==> config.mk <==
export PLATFORM = sky130hd
export DESIGN_NAME = scancode_to_ascii_fifo
export DESIGN_NICKNAME = d
export VERILOG_FILES = /design/src/hw/rtl/sc2a_pkg.sv /design/src/hw/rtl/sc2a_ram.sv /design/src/hw/rtl/sc2a_decode.sv /design/src/hw/rtl/scancode_to_ascii_fifo.sv
export SDC_FILE = /design/constraint.sdc
export NUM_CORES = 1
export LEC_CHECK = 0
export ABC_CLOCK_PERIOD_IN_PS = 12500
export BUFFER_PORTS_ARGS = -buffer_cell sky130_fd_sc_hd__buf_2
export CAP_MARGIN = 0
export CORE_MARGIN = 3
export CORE_UTILIZATION = 47
export CTS_BUF_LIST = sky130_fd_sc_hd__clkbuf_16
export CTS_CLUSTER_DIAMETER = 150
export CTS_CLUSTER_SIZE = 14
export DETAILED_ROUTE_END_ITERATION = 10
export PLACE_DENSITY = 0.72
export SYNTH_ARGS = -nofsm -noshare
export SYNTH_HDL_FRONTEND = slang
export SYNTH_HIERARCHICAL = 1
export SYNTH_SLANG_ARGS = --single-unit
==> constraint.sdc <==
create_clock -name clock -period 12.5 [get_ports clock]
set_input_delay 0.625 -clock clock [delete_from_list [all_inputs] [get_ports clock]]
set_output_delay 0.625 -clock clock [all_outputs]
set_load 0.03 [all_outputs]
==> src/hw/rtl/sc2a_pkg.sv <==
package sc2a_pkg;

   // Ring buffer depth. One slot always stays empty, so it holds FIFO_DEPTH-1 characters.
   localparam int FIFO_DEPTH = 128;
   localparam int PTR_W      = (FIFO_DEPTH > 1) ? $clog2(FIFO_DEPTH) : 1;
   localparam int CHAR_W     = 7;
   localparam int CODE_W     = 7;

   typedef logic [CHAR_W-1:0] char_type;
   typedef logic [CODE_W-1:0] code_type;
   typedef logic [PTR_W-1:0]  ptr_type;

   // tuser codes on the request channel
   localparam logic ACT_SCAN = 1'b0;
   localparam logic ACT_READ = 1'b1;

   // set-1 make codes with special handling
   localparam code_type CODE_LSHIFT = 7'h2A;
   localparam code_type CODE_RSHIFT = 7'h36;
   localparam code_type CODE_CAPS   = 7'h3A;

   localparam char_type CHAR_NONE   = 7'h00;
   localparam char_type CHAR_LOW_A  = 7'h61;
   localparam char_type CHAR_LOW_Z  = 7'h7A;
   localparam char_type CASE_OFFSET = 7'h20;

   // unshifted key map, zero for unmapped codes
   function automatic char_type plain_char(input code_type code);
      char_type ch;
      ch = CHAR_NONE;
      case (code)
         7'h02: ch = 7'h31;  // 1
         7'h03: ch = 7'h32;
         7'h04: ch = 7'h33;
         7'h05: ch = 7'h34;
         7'h06: ch = 7'h35;
         7'h07: ch = 7'h36;
         7'h08: ch = 7'h37;
         7'h09: ch = 7'h38;
         7'h0A: ch = 7'h39;
         7'h0B: ch = 7'h30;  // 0
         7'h0C: ch = 7'h2D;  // -
         7'h0D: ch = 7'h3D;  // =
         7'h0E: ch = 7'h08;  // backspace
         7'h10: ch = 7'h71;  // q
         7'h11: ch = 7'h77;
         7'h12: ch = 7'h65;
         7'h13: ch = 7'h72;
         7'h14: ch = 7'h74;
         7'h15: ch = 7'h79;
         7'h16: ch = 7'h75;
         7'h17: ch = 7'h69;
         7'h18: ch = 7'h6F;
         7'h19: ch = 7'h70;  // p
         7'h1A: ch = 7'h5B;  // [
         7'h1B: ch = 7'h5D;  // ]
         7'h1C: ch = 7'h0A;  // enter
         7'h1E: ch = 7'h61;  // a
         7'h1F: ch = 7'h73;
         7'h20: ch = 7'h64;
         7'h21: ch = 7'h66;
         7'h22: ch = 7'h67;
         7'h23: ch = 7'h68;
         7'h24: ch = 7'h6A;
         7'h25: ch = 7'h6B;
         7'h26: ch = 7'h6C;  // l
         7'h27: ch = 7'h3B;  // ;
         7'h28: ch = 7'h27;  // quote
         7'h29: ch = 7'h60;  // backtick
         7'h2B: ch = 7'h5C;  // backslash
         7'h2C: ch = 7'h7A;  // z
         7'h2D: ch = 7'h78;
         7'h2E: ch = 7'h63;
         7'h2F: ch = 7'h76;
         7'h30: ch = 7'h62;
         7'h31: ch = 7'h6E;
         7'h32: ch = 7'h6D;  // m
         7'h33: ch = 7'h2C;  // ,
         7'h34: ch = 7'h2E;  // .
         7'h35: ch = 7'h2F;  // /
         7'h39: ch = 7'h20;  // space
         default: ch = CHAR_NONE;
      endcase
      return ch;
   endfunction

   // shifted map for non-letter keys; letters are upcased separately
   function automatic char_type shift_char(input code_type code);
      char_type ch;
      ch = CHAR_NONE;
      case (code)
         7'h02: ch = 7'h21;  // !
         7'h03: ch = 7'h40;  // @
         7'h04: ch = 7'h23;  // #
         7'h05: ch = 7'h24;  // $
         7'h06: ch = 7'h25;  // %
         7'h07: ch = 7'h5E;  // ^
         7'h08: ch = 7'h26;  // &
         7'h09: ch = 7'h2A;  // *
         7'h0A: ch = 7'h28;  // (
         7'h0B: ch = 7'h29;  // )
         7'h0C: ch = 7'h5F;  // _
         7'h0D: ch = 7'h2B;  // +
         7'h1A: ch = 7'h7B;  // {
         7'h1B: ch = 7'h7D;  // }
         7'h27: ch = 7'h3A;  // :
         7'h28: ch = 7'h22;  // double quote
         7'h29: ch = 7'h7E;  // ~
         7'h2B: ch = 7'h7C;  // |
         7'h33: ch = 7'h3C;  // <
         7'h34: ch = 7'h3E;  // >
         7'h35: ch = 7'h3F;  // ?
         default: ch = CHAR_NONE;
      endcase
      return ch;
   endfunction

endpackage

==> src/hw/rtl/sc2a_ram.sv <==
module sc2a_ram #(
   parameter int WIDTH = 8,
   parameter int DEPTH = 16
) (
   input  logic                                      clock,
   input  logic                                      wr_en,
   input  logic [((DEPTH > 1) ? $clog2(DEPTH) : 1)-1:0] wr_addr,
   input  logic [WIDTH-1:0]                          wr_data,
   input  logic                                      rd_en,
   input  logic [((DEPTH > 1) ? $clog2(DEPTH) : 1)-1:0] rd_addr,
   output logic [WIDTH-1:0]                          rd_data
);

   logic [WIDTH-1:0] mem_ff [DEPTH];
   logic [WIDTH-1:0] rd_data_ff;

   always_ff @(posedge clock) begin
      if (wr_en) begin
         mem_ff[wr_addr] <= wr_data;
      end
      if (rd_en) begin
         rd_data_ff <= mem_ff[rd_addr];
      end
   end

   assign rd_data = rd_data_ff;

endmodule

==> src/hw/rtl/sc2a_decode.sv <==
module sc2a_decode (
   input  sc2a_pkg::code_type code,
   input  logic               shift_held,
   input  logic               caps_on,
   output sc2a_pkg::char_type ch
);
   import sc2a_pkg::*;

   char_type plain;
   char_type shifted;
   logic     is_letter;

   assign plain     = plain_char(code);
   assign shifted   = shift_char(code);
   assign is_letter = (plain >= CHAR_LOW_A) && (plain <= CHAR_LOW_Z);

   // caps lock flips the shift sense for letters only
   always_comb begin
      ch = plain;
      if (is_letter) begin
         if (shift_held ^ caps_on) begin
            ch = plain - CASE_OFFSET;
         end
      end else if (shift_held && (shifted != CHAR_NONE)) begin
         ch = shifted;
      end
   end

endmodule

==> src/hw/rtl/scancode_to_ascii_fifo.sv <==
// Set-1 keyboard scancode decoder with a character FIFO. Each request
// transaction carries either a scancode (req_tuser = 0) or a read request
// (req_tuser = 1), and each one yields exactly one response transaction.
// Scancodes track left/right shift and caps lock; other key presses map to
// ASCII and, if nonzero, are pushed into a ring buffer of FIFO_DEPTH entries
// (one slot always kept free, so FIFO_DEPTH-1 characters fit). A push to a
// full buffer is discarded and reported through the dropped flag. A read
// pops the oldest character, or returns 0 with was_empty set. Scancode
// responses carry char_out = 0. Throughput is one transaction per clock while
// the receiver takes each response: decode, flag update and pointer step
// finish in the accept cycle, the buffer RAM's registered read port holds the
// response data, and the response is valid in the cycle after accept.
module scancode_to_ascii_fifo (
   input  logic       clock,
   input  logic       reset,
   input  logic       req_tvalid,
   output logic       req_tready,
   input  logic [7:0] req_tdata,   // [7:0] scan_byte
   input  logic [0:0] req_tuser,   // [0] action
   output logic       rsp_tvalid,
   input  logic       rsp_tready,
   output logic [7:0] rsp_tdata,   // [6:0] char_out, [7] zero
   output logic [1:0] rsp_tuser    // [0] was_empty, [1] dropped
);
   import sc2a_pkg::*;

   // architectural state
   logic    lshift_ff, lshift_in;
   logic    rshift_ff, rshift_in;
   logic    caps_ff,   caps_in;
   ptr_type wr_ptr_ff, wr_ptr_in;
   ptr_type rd_ptr_ff, rd_ptr_in;

   // response register; popped character itself sits in the RAM read register
   logic rsp_valid_ff, rsp_valid_in;
   logic pop_ff,       pop_in;
   logic empty_ff,     empty_in;
   logic drop_ff,      drop_in;

   logic     accept;
   logic     action;
   code_type code;
   logic     release_key;
   logic     is_special;
   char_type dec_char;
   char_type rd_char;
   logic     fifo_empty;
   logic     fifo_full;
   ptr_type  wr_ptr_next;
   ptr_type  rd_ptr_next;
   logic     push_req;
   logic     do_push;
   logic     do_pop;

   // take a new transaction whenever the response slot is free or draining
   assign req_tready = !rsp_valid_ff || rsp_tready;
   assign accept     = req_tvalid && req_tready;

   assign action      = req_tuser[0];
   assign code        = req_tdata[6:0];
   assign release_key = req_tdata[7];
   assign is_special  = (code == CODE_LSHIFT) || (code == CODE_RSHIFT) ||
                        (code == CODE_CAPS);

   sc2a_decode u_decode (
      .code       (code),
      .shift_held (lshift_ff | rshift_ff),
      .caps_on    (caps_ff),
      .ch         (dec_char)
   );

   // ring pointers wrap at FIFO_DEPTH
   assign wr_ptr_next = (wr_ptr_ff == PTR_W'(FIFO_DEPTH - 1)) ? '0 : wr_ptr_ff + 1'b1;
   assign rd_ptr_next = (rd_ptr_ff == PTR_W'(FIFO_DEPTH - 1)) ? '0 : rd_ptr_ff + 1'b1;
   assign fifo_empty  = (rd_ptr_ff == wr_ptr_ff);
   assign fifo_full   = (wr_ptr_next == rd_ptr_ff);

   assign push_req = accept && (action == ACT_SCAN) && !release_key && !is_special &&
                     (dec_char != CHAR_NONE);
   assign do_push  = push_req && !fifo_full;
   assign do_pop   = accept && (action == ACT_READ) && !fifo_empty;

   sc2a_ram #(
      .WIDTH (CHAR_W),
      .DEPTH (FIFO_DEPTH)
   ) u_store (
      .clock   (clock),
      .wr_en   (do_push),
      .wr_addr (wr_ptr_ff),
      .wr_data (dec_char),
      .rd_en   (do_pop),
      .rd_addr (rd_ptr_ff),
      .rd_data (rd_char)
   );

   always_comb begin
      lshift_in = lshift_ff;
      rshift_in = rshift_ff;
      caps_in   = caps_ff;
      if (accept && (action == ACT_SCAN)) begin
         case (code)
            CODE_LSHIFT: lshift_in = !release_key;
            CODE_RSHIFT: rshift_in = !release_key;
            CODE_CAPS: begin
               if (!release_key) begin
                  caps_in = !caps_ff;
               end
            end
            default: begin
            end
         endcase
      end
   end

   assign wr_ptr_in = do_push ? wr_ptr_next : wr_ptr_ff;
   assign rd_ptr_in = do_pop  ? rd_ptr_next : rd_ptr_ff;

   // response slot: load on accept, clear once taken
   always_comb begin
      rsp_valid_in = rsp_valid_ff;
      pop_in       = pop_ff;
      empty_in     = empty_ff;
      drop_in      = drop_ff;
      if (accept) begin
         rsp_valid_in = 1'b1;
         pop_in       = do_pop;
         empty_in     = (action == ACT_READ) && fifo_empty;
         drop_in      = push_req && fifo_full;
      end else if (rsp_tready) begin
         rsp_valid_in = 1'b0;
      end
   end

   always_ff @(posedge clock) begin
      if (reset) begin
         lshift_ff    <= 1'b0;
         rshift_ff    <= 1'b0;
         caps_ff      <= 1'b0;
         wr_ptr_ff    <= '0;
         rd_ptr_ff    <= '0;
         rsp_valid_ff <= 1'b0;
      end else begin
         lshift_ff    <= lshift_in;
         rshift_ff    <= rshift_in;
         caps_ff      <= caps_in;
         wr_ptr_ff    <= wr_ptr_in;
         rd_ptr_ff    <= rd_ptr_in;
         rsp_valid_ff <= rsp_valid_in;
      end
   end

   always_ff @(posedge clock) begin
      pop_ff   <= pop_in;
      empty_ff <= empty_in;
      drop_ff  <= drop_in;
   end

   // RAM read data holds until the next pop, which only follows an accept
   assign rsp_tvalid = rsp_valid_ff;
   assign rsp_tdata  = {1'b0, (pop_ff ? rd_char : CHAR_NONE)};
   assign rsp_tuser  = {drop_ff, empty_ff};

endmodule

---- Word-level counts from Yosys, hierarchy flattened ----
Memories as Yosys holds them, arrays and structs flattened. A register that Yosys moved wholly into a read port is not among the register bits.
Index checks and enable logic that the tools add are counted.
word-level totals
  register bits after elaboration ......... 21
  memory bits (writable) .................. 896
  ROM bits ................................ 896
  word-level logic and storage cells ...... 67
  memories ................................ 3
operators by class
  add/subtract/negate cells ............... 3
  magnitude comparators ................... 2
  eq/ne operators ......................... 7
  muxes and demuxes ....................... 12
  bitwise logic cells ..................... 4
  reduce and logical (&&, ||, !) cells .... 27
memory list
  memory            words  bits a word  rd ports  clocked after Yosys merged registers in  wr ports  line            RTL
  u_store.mem_ff    128    7            1         1                                        1         sc2a_ram.sv:14  logic [WIDTH-1:0] mem_ff [DEPTH];
  (name not given)  64     7            1         0                                        0         sc2a_pkg.sv:91  case (code)
  (name not given)  64     7            1         0                                        0         sc2a_pkg.sv:31  case (code)
operators with widths
  operator             count
  $mux 7               8
  $eq 7x6->1 const B   3
  $add 7x1->7 const B  2
  $eq 7x7->1           2
  $eq 7x7->1 const B   2
  $reduce_bool 7->1    2
  $logic_and 1x1->1    12
  $ge 7x7->1 const B   1
  $le 7x7->1 const B   1
  $sub 7x6->7 const B  1
  $logic_not 1->1      6
  $mux 1               4
  $reduce_and 2->1     2
  $logic_or 1x1->1     3
  $reduce_and 3->1     1
  $not 1->1            2
  $reduce_bool 2->1    1
  $or 1x1->1           1
  $xor 1x1->1          1

---- Logic depth before layout (Yosys ltp) ----
An unclocked memory read counts as a cell.
  word-level depth ........................ 11
  gate-level depth with buffers ........... 21
  mapped depth without buffers ............ 17

---- Modules after synthesis ----
The synthesis kept the hierarchy.
modules (own cells, without submodules)
  module                  instances  cells an instance  area an instance (um^2)  sequential area each (um^2)
  sc2a_ram                1          1453               34877.2                  27116.0
  sc2a_decode             1          202                1510.2                   0.0
  scancode_to_ascii_fifo  1          165                1453.9                   450.4

---- Worst setup path before layout ----
OpenSTA, ideal clock, no wires.
  kind .................................... input to register
  start point ............................. input port req_tdata[1]
  end point ............................... memory u_store/mem_ff[30][0] in the netlist's numbering (enable)
  setup time .............................. 360 ps
  arrival ................................. 9220 ps
  setup slack ............................. 2920 ps
  cell stages on the path ................. 20
  cell sequence ........................... buf_2 > inv_1 > ha_1 > mux2_4 > a221o_1 > a2111oi_4 > o21ai_2 > o211a_1 > o311a_1 > buf_6 > o211ai_1 > or4_1 > nor4_1 > nor4_1 > a21boi_2 > clkbuf_1 > nor2b_1 > nand3_1 > clkbuf_1 > nor2_1
between the ends
  word-level cells in the longest chain between the ends .. 11
ends and longest elaborated chain
  item                                                  line                          RTL
  start, declared                                       scancode_to_ascii_fifo.sv:18  input logic [7:0] req_tdata,
  branches (longest 5 deep; another with $mem_v2 64x7)  --
  $mux 7 *                                              sc2a_decode.sv:20             if (is_letter) begin
  via dec_char[5]                                       scancode_to_ascii_fifo.sv:45  char_type dec_char;
  $reduce_bool 7->1 *                                   scancode_to_ascii_fifo.sv:79  (dec_char != CHAR_NONE);
  $logic_and 1x1->1 *                                   scancode_to_ascii_fifo.sv:78  assign push_req = accept && (action == ACT_SCAN) && !release_key && !is_special &&
  $logic_and 1x1->1 *                                   scancode_to_ascii_fifo.sv:80  assign do_push = push_req && !fifo_full;
  via do_push                                           scancode_to_ascii_fifo.sv:52  logic do_push;
  $mux 1 *                                              sc2a_ram.sv:18                if (wr_en) begin
  $mux 1 (implied by the code) *                        sc2a_ram.sv:19                mem_ff[wr_addr] <= wr_data;
  end, declared                                         sc2a_ram.sv:14
Mark *: on every way through the listed nets, which the timed path passes.

---- Final worst setup path ----
  start point ............................. input port req_tdata[2]
  end point ............................... memory u_store/mem_ff[126][4] in the netlist's numbering (enable)
The elaborated chain is that of the path after synthesis.

==> flow_summary.html <==
<table>
<tr><th>Metric</th><th>Value</th></tr>
<tr><th colspan="2">Floorplanning</th></tr>
<tr><td>Placeable Area</td><td>a little under 80000 um2</td></tr>
<tr><td>Die span in y</td><td>290 um</td></tr>
<tr><td>Die area</td><td>84000 um2</td></tr>
<tr><td>Row count</td><td>approximately 100</td></tr>
<tr><td>Die extent in x</td><td>between 200 and 300 um</td></tr>
<tr><td>Number of top-level pins</td><td>25</td></tr>
<tr><td>Initial Util</td><td>0.477</td></tr>
<tr><th colspan="2">Timing</th></tr>
<tr><td>Worst clock skew on the final layout</td><td>0.0402 ns</td></tr>
<tr><td>Fraction of the cycle the final worst path needs</td><td>0.630</td></tr>
<tr><td>Post-layout worst setup margin</td><td>~4.6 ns</td></tr>
<tr><td>Worst-margin pin slew</td><td>around 1.1 ns</td></tr>
<tr><td>Relative max-transition margin</td><td>0.254</td></tr>
<tr><td>Accumulated negative setup slack</td><td>0 ns</td></tr>
<tr><td>Max-slew violation count</td><td>0</td></tr>
<tr><td>Final Critical Period</td><td>around 7.9 ns</td></tr>
<tr><td>Total count of hold-check failures in the final report</td><td>0</td></tr>
<tr><td>RSZ-0062 raised after global routing</td><td>no</td></tr>
<tr><td>Final setup viols</td><td>0</td></tr>
<tr><td>F_max</td><td>~0.13 GHz</td></tr>
<tr><th colspan="2">Worst setup path</th></tr>
<tr><td>Setup slack on the worst flop-to-flop path</td><td>roughly 6.6 ns</td></tr>
<tr><td>Critical Path AT</td><td>approximately 8.1 ns</td></tr>
<tr><td>Largest stage delay on the critical path</td><td>between 0.9 and 1 ns</td></tr>
<tr><td>Kind of critical path</td><td>in -&gt; reg</td></tr>
<tr><td>Worst path required time</td><td>12.75 ns</td></tr>
<tr><td>Type of origin of the critical path</td><td>input port</td></tr>
<tr><td>Sort of element at the end of the critical path</td><td>register</td></tr>
<tr><td>Largest fanout of any net on the critical path</td><td>50</td></tr>
<tr><td>Family of cells with the greatest summed delay on the critical path</td><td>simple AND/OR/NAND/NOR gates</td></tr>
<tr><td>Number of buffer and inverter stages on the critical path</td><td>4</td></tr>
<tr><td>Standard cell with the maximum stage delay on the critical path</td><td>sky130_fd_sc_hd__nor4_1</td></tr>
<tr><td>Crit-path cells</td><td>buf_2, inv_2, ha_1, mux2_4, a221o_1, a2111oi_4, o21ai_2, o211a_1, o311a_1, o211ai_1, buf_4, or4_1, nor4_1, nor4_1, a21boi_2, nor2b_1, nand3_1, buf_4, nor2_1</td></tr>
<tr><th colspan="2">Synth</th></tr>
<tr><td>Post-synthesis sequential element count</td><td>around 920</td></tr>
<tr><td>Area share of and/or/nand/nor cells after synthesis</td><td>0.0401</td></tr>
<tr><td>Area fraction of the dominant cell type after synthesis</td><td>0.719</td></tr>
<tr><td>Mean post-synth cell area</td><td>slightly above 20 um2</td></tr>
<tr><td>Ys Warns</td><td>6</td></tr>
<tr><td>Sequential share of the synthesized area</td><td>0.728</td></tr>
<tr><td>Primary FF master, synth</td><td>sky130_fd_sc_hd__edfxtp_1</td></tr>
<tr><td>Post-synthesis mux area share</td><td>0.184</td></tr>
<tr><td>Number of standard cells after synthesis</td><td>1820</td></tr>
<tr><td>Main combinational cell family by area after synthesis</td><td>multiplexers</td></tr>
<tr><td>Post-synthesis share of cell area spent on xor and xnor gates</td><td>0.00506</td></tr>
<tr><td>Synth Net Count</td><td>approximately 1800</td></tr>
<tr><td>Count of different cell masters after synthesis</td><td>84</td></tr>
<tr><td>Count of flip-flops with a built-in enable after synthesis</td><td>around 900</td></tr>
<tr><td>Cell type with the largest total area after synthesis</td><td>sky130_fd_sc_hd__edfxtp_1</td></tr>
<tr><td>Cell area after synthesis</td><td>about 38000 um2</td></tr>
<tr><td>Top post-synthesis cells by area</td><td>sky130_fd_sc_hd__edfxtp_1, sky130_fd_sc_hd__mux4_2, sky130_fd_sc_hd__nor2_1</td></tr>
<tr><td>Synth async-reset ratio</td><td>0</td></tr>
<tr><td>Share of synthesized cell area in full adder, half adder and majority cells</td><td>0.00529</td></tr>
<tr><td>Compound-Gate Fraction of Synth Area</td><td>0.0213</td></tr>
<tr><th colspan="2">Pwr</th></tr>
<tr><td>Comb pwr share</td><td>0.065</td></tr>
<tr><td>NetSw</td><td>around 1.3 mW</td></tr>
<tr><td>Sw frac</td><td>0.214</td></tr>
<tr><td>Largest vdd supply drop</td><td>a little under 0.0001 V</td></tr>
<tr><td>Total leakage power</td><td>approximately 12 nW</td></tr>
<tr><td>Share of power burned in the clock network</td><td>0.354</td></tr>
<tr><td>Power density relative to cell area</td><td>145 nW/um2</td></tr>
<tr><td>Total power after layout</td><td>between 5 and 6 mW</td></tr>
<tr><td>Sequential fraction of design power</td><td>0.581</td></tr>
<tr><td>Cell internal pwr</td><td>roughly 4.7 mW</td></tr>
<tr><th colspan="2">Route</th></tr>
<tr><td>Drc violations</td><td>0</td></tr>
<tr><td>Detail-routed via count per cell</td><td>between 6 and 7</td></tr>
<tr><td>Router iterations before antenna repair</td><td>5</td></tr>
<tr><td>Total number of vias</td><td>~18000</td></tr>
<tr><td>Routed met2 length</td><td>approximately 40000 um</td></tr>
<tr><td>Total met3 wirelength after detailed routing</td><td>between 8000 and 9000 um</td></tr>
<tr><td>Length of routed wiring on met1</td><td>between 30000 and 40000 um</td></tr>
<tr><td>Antenna-violating nets left</td><td>0</td></tr>
<tr><td>Average routed wire per standard cell</td><td>between 20 and 30 um</td></tr>
<tr><td>Starting DRC count in detailed routing</td><td>approximately 2300</td></tr>
<tr><td>Highest routed layer</td><td>met5</td></tr>
<tr><td>Total routed wirelength</td><td>approximately 84000 um</td></tr>
<tr><th colspan="2">Place</th></tr>
<tr><td>Number of input and output port buffers inserted</td><td>23</td></tr>
<tr><td>Routability cong.</td><td>between 0.8 and 0.9</td></tr>
<tr><td>Placement Setup Slack</td><td>around 4.2 ns</td></tr>
<tr><td>Sum of net half-perimeters after detailed placement</td><td>roughly 51000 um</td></tr>
<tr><th colspan="2">Final layout</th></tr>
<tr><td>Most common library cell in the layout ignoring fill and taps</td><td>sky130_fd_sc_hd__edfxtp_1</td></tr>
<tr><td>Count of filler cells inserted in the layout</td><td>about 6100</td></tr>
<tr><td>Number of antenna repair diodes</td><td>0</td></tr>
<tr><td>Layout-stage area growth over the synthesis result</td><td>8.47%</td></tr>
<tr><td>Fraction of layout instances using a drive strength above 1</td><td>0.252</td></tr>
<tr><td>Most frequent cells in the layout</td><td>sky130_fd_sc_hd__edfxtp_1, sky130_fd_sc_hd__mux4_2, sky130_fd_sc_hd__nor2_1</td></tr>
<tr><td>Total number of nets in the final design</td><td>roughly 1900</td></tr>
<tr><th colspan="2">Global routing</th></tr>
<tr><td>Via count of the first global-routing pass</td><td>around 19000</td></tr>
<tr><td>Antenna violations before repair</td><td>1</td></tr>
<tr><td>Global-route wire length before repair</td><td>roughly 130000 um</td></tr>
<tr><td>Combined global-route utilization of all metal layers</td><td>0.206</td></tr>
<tr><td>Gr ovfl total</td><td>0</td></tr>
<tr><td>Largest net degree at the start of global routing</td><td>~110</td></tr>
<tr><th colspan="2">CTS</th></tr>
<tr><td>Buffer depth of the longest clock path</td><td>3</td></tr>
<tr><td>Post-CTS sizing</td><td>0</td></tr>
<tr><td>Number of buffers inserted by post-CTS setup repair</td><td>0</td></tr>
<tr><td>Buffer type at the clock tree root</td><td>sky130_fd_sc_hd__clkbuf_16</td></tr>
<tr><td>CTS tree</td><td>built</td></tr>
<tr><td>Num CTS Buffers</td><td>between 70 and 80</td></tr>
<tr><td>Number of clock sinks seen by CTS</td><td>about 920</td></tr>
<tr><td>Hold_buf cts</td><td>0</td></tr>
<tr><td>Clock latency at the later pin of the worst-skew pair</td><td>between 0.6 and 0.7 ns</td></tr>
<tr><td>CTS H-Tree Depth</td><td>3</td></tr>
<tr><td>Clock-pin slew of the registers on the worst-case setup and hold paths</td><td>~0.070 ns</td></tr>
<tr><th colspan="2">Hold path</th></tr>
<tr><td>Worst Hold Class</td><td>in -&gt; reg</td></tr>
<tr><th colspan="2">Job</th></tr>
<tr><td>Count of maximum capacitance violations</td><td>0</td></tr>
<tr><th colspan="2">Outcome</th></tr>
<tr><td>Run status</td><td>finished clean</td></tr>
</table>
routing by layer:
layer | up-vias | GRT usage
met2 | 980 | 0.320
met4 | 2 | 0.0583
met1 | 9731 | 0.292
li1 | 7591 | -
met3 | 141 | 0.0539
met5 | - | 0
flip-flops by register name, summed over array words and instances (netlist names):
register	count
u_store/rd_data	7
lshift_ff	1
rsp_tvalid	1
empty_ff	1
drop_ff	1
pop_ff	1
u_store/mem_ff	896
rshift_ff	1
wr_ptr_ff	7
caps_ff	1
rd_ptr_ff	7
power groups by stage:
| stage | sequential [mW] | clock, mW | combinational, mW |
|---|---|---|---|
| finish | 3.46 | 2.11 | 0.384 |
| global route | 3.46 | 2.27 | 0.411 |
| CTS | 3.46 | 2.15 | 0.386 |
| detailed placement | 3.53 | 0 | 0.384 |
| global placement | 3.52 | 0 | 0.377 |
| floorplan | 3.52 | 0 | 0.272 |
worst min-delay path, stage by stage:
cell and delay [ns]:
sky130_fd_sc_hd__buf_2 0.12, sky130_fd_sc_hd__inv_1 0.05, sky130_fd_sc_hd__a21oi_1 0.05
synth_stat cells (all sizes together), types with 3 or more instances:
| cell | number |
|---|---|
| a211oi | 8 |
| a21oi | 16 |
| a221o | 3 |
| a221oi | 4 |
| a31oi | 9 |
| and2 | 16 |
| and3 | 10 |
| and4 | 3 |
| buf | 53 |
| clkbuf | 55 |
| dfxtp | 18 |
| edfxtp | 906 |
| ha | 16 |
| inv | 11 |
| mux2 | 20 |
| mux2i | 9 |
| mux4 | 294 |
| nand2 | 31 |
| nand2b | 17 |
| nand3 | 19 |
| nand3b | 6 |
| nand4 | 5 |
| nor2 | 144 |
| nor2b | 19 |
| nor3 | 17 |
| nor4 | 5 |
| o211ai | 8 |
| o21ai | 17 |
| o311ai | 3 |
| o32ai | 3 |
| or2 | 4 |
| or3 | 3 |
| or4 | 3 |
| xnor2 | 12 |
| xor2 | 9 |
cells by family (layout without fill, tap and decap cells):
family | after synthesis | count (layout)
flops | 924 | 924
buf+inv | 120 | 169
compound gates | 104 | 104
mux | 323 | 323
simple gates | 311 | 311
xor+xnor | 21 | 21
other cells | 1 | 1
fa+ha+maj | 16 | 16
through the flow:
stage               area, um2  hold WS (ns)  cells   util
floorplan               37800         0.473   1820      -
global placement        39000         0.482   2818  0.491
detailed placement      39000         0.486   2818  0.491
CTS                     41000         0.240   2919  0.517
global route            41000         0.264   2919  0.517
finish                  41000         0.263   2919  0.517
path summary, 6_finish.rpt:
kind	from	endpoint	cells after the start
worst max-delay path	req_tdata[2]	u_store/mem_ff[126][4]$_DFFE_PP_	19
worst max register to register	rshift_ff$_SDFFE_PP0P_	u_store/mem_ff[126][4]$_DFFE_PP_	14
worst min register to register	lshift_ff$_SDFFE_PP0P_	lshift_ff$_SDFFE_PP0P_	2
worst min-delay path	req_tvalid	rsp_tvalid$_SDFFE_PP0P_	3
area by class of cell:
cell class | count | area [um2] | share of cell area
clock buffers | 76 | 1900 | 0.0463
repair buffers | 56 | 375 | 0.00914
inverters | 12 | 45.0 | 0.00110
well taps | 1050 | 1310 | 0.0320
flip-flops and latches | 924 | 27600 | 0.672
clock inverters | 25 | 141 | 0.00344
multi-input cells | 776 | 9690 | 0.236
No activity file was read; power rests on OpenSTA's default activity.
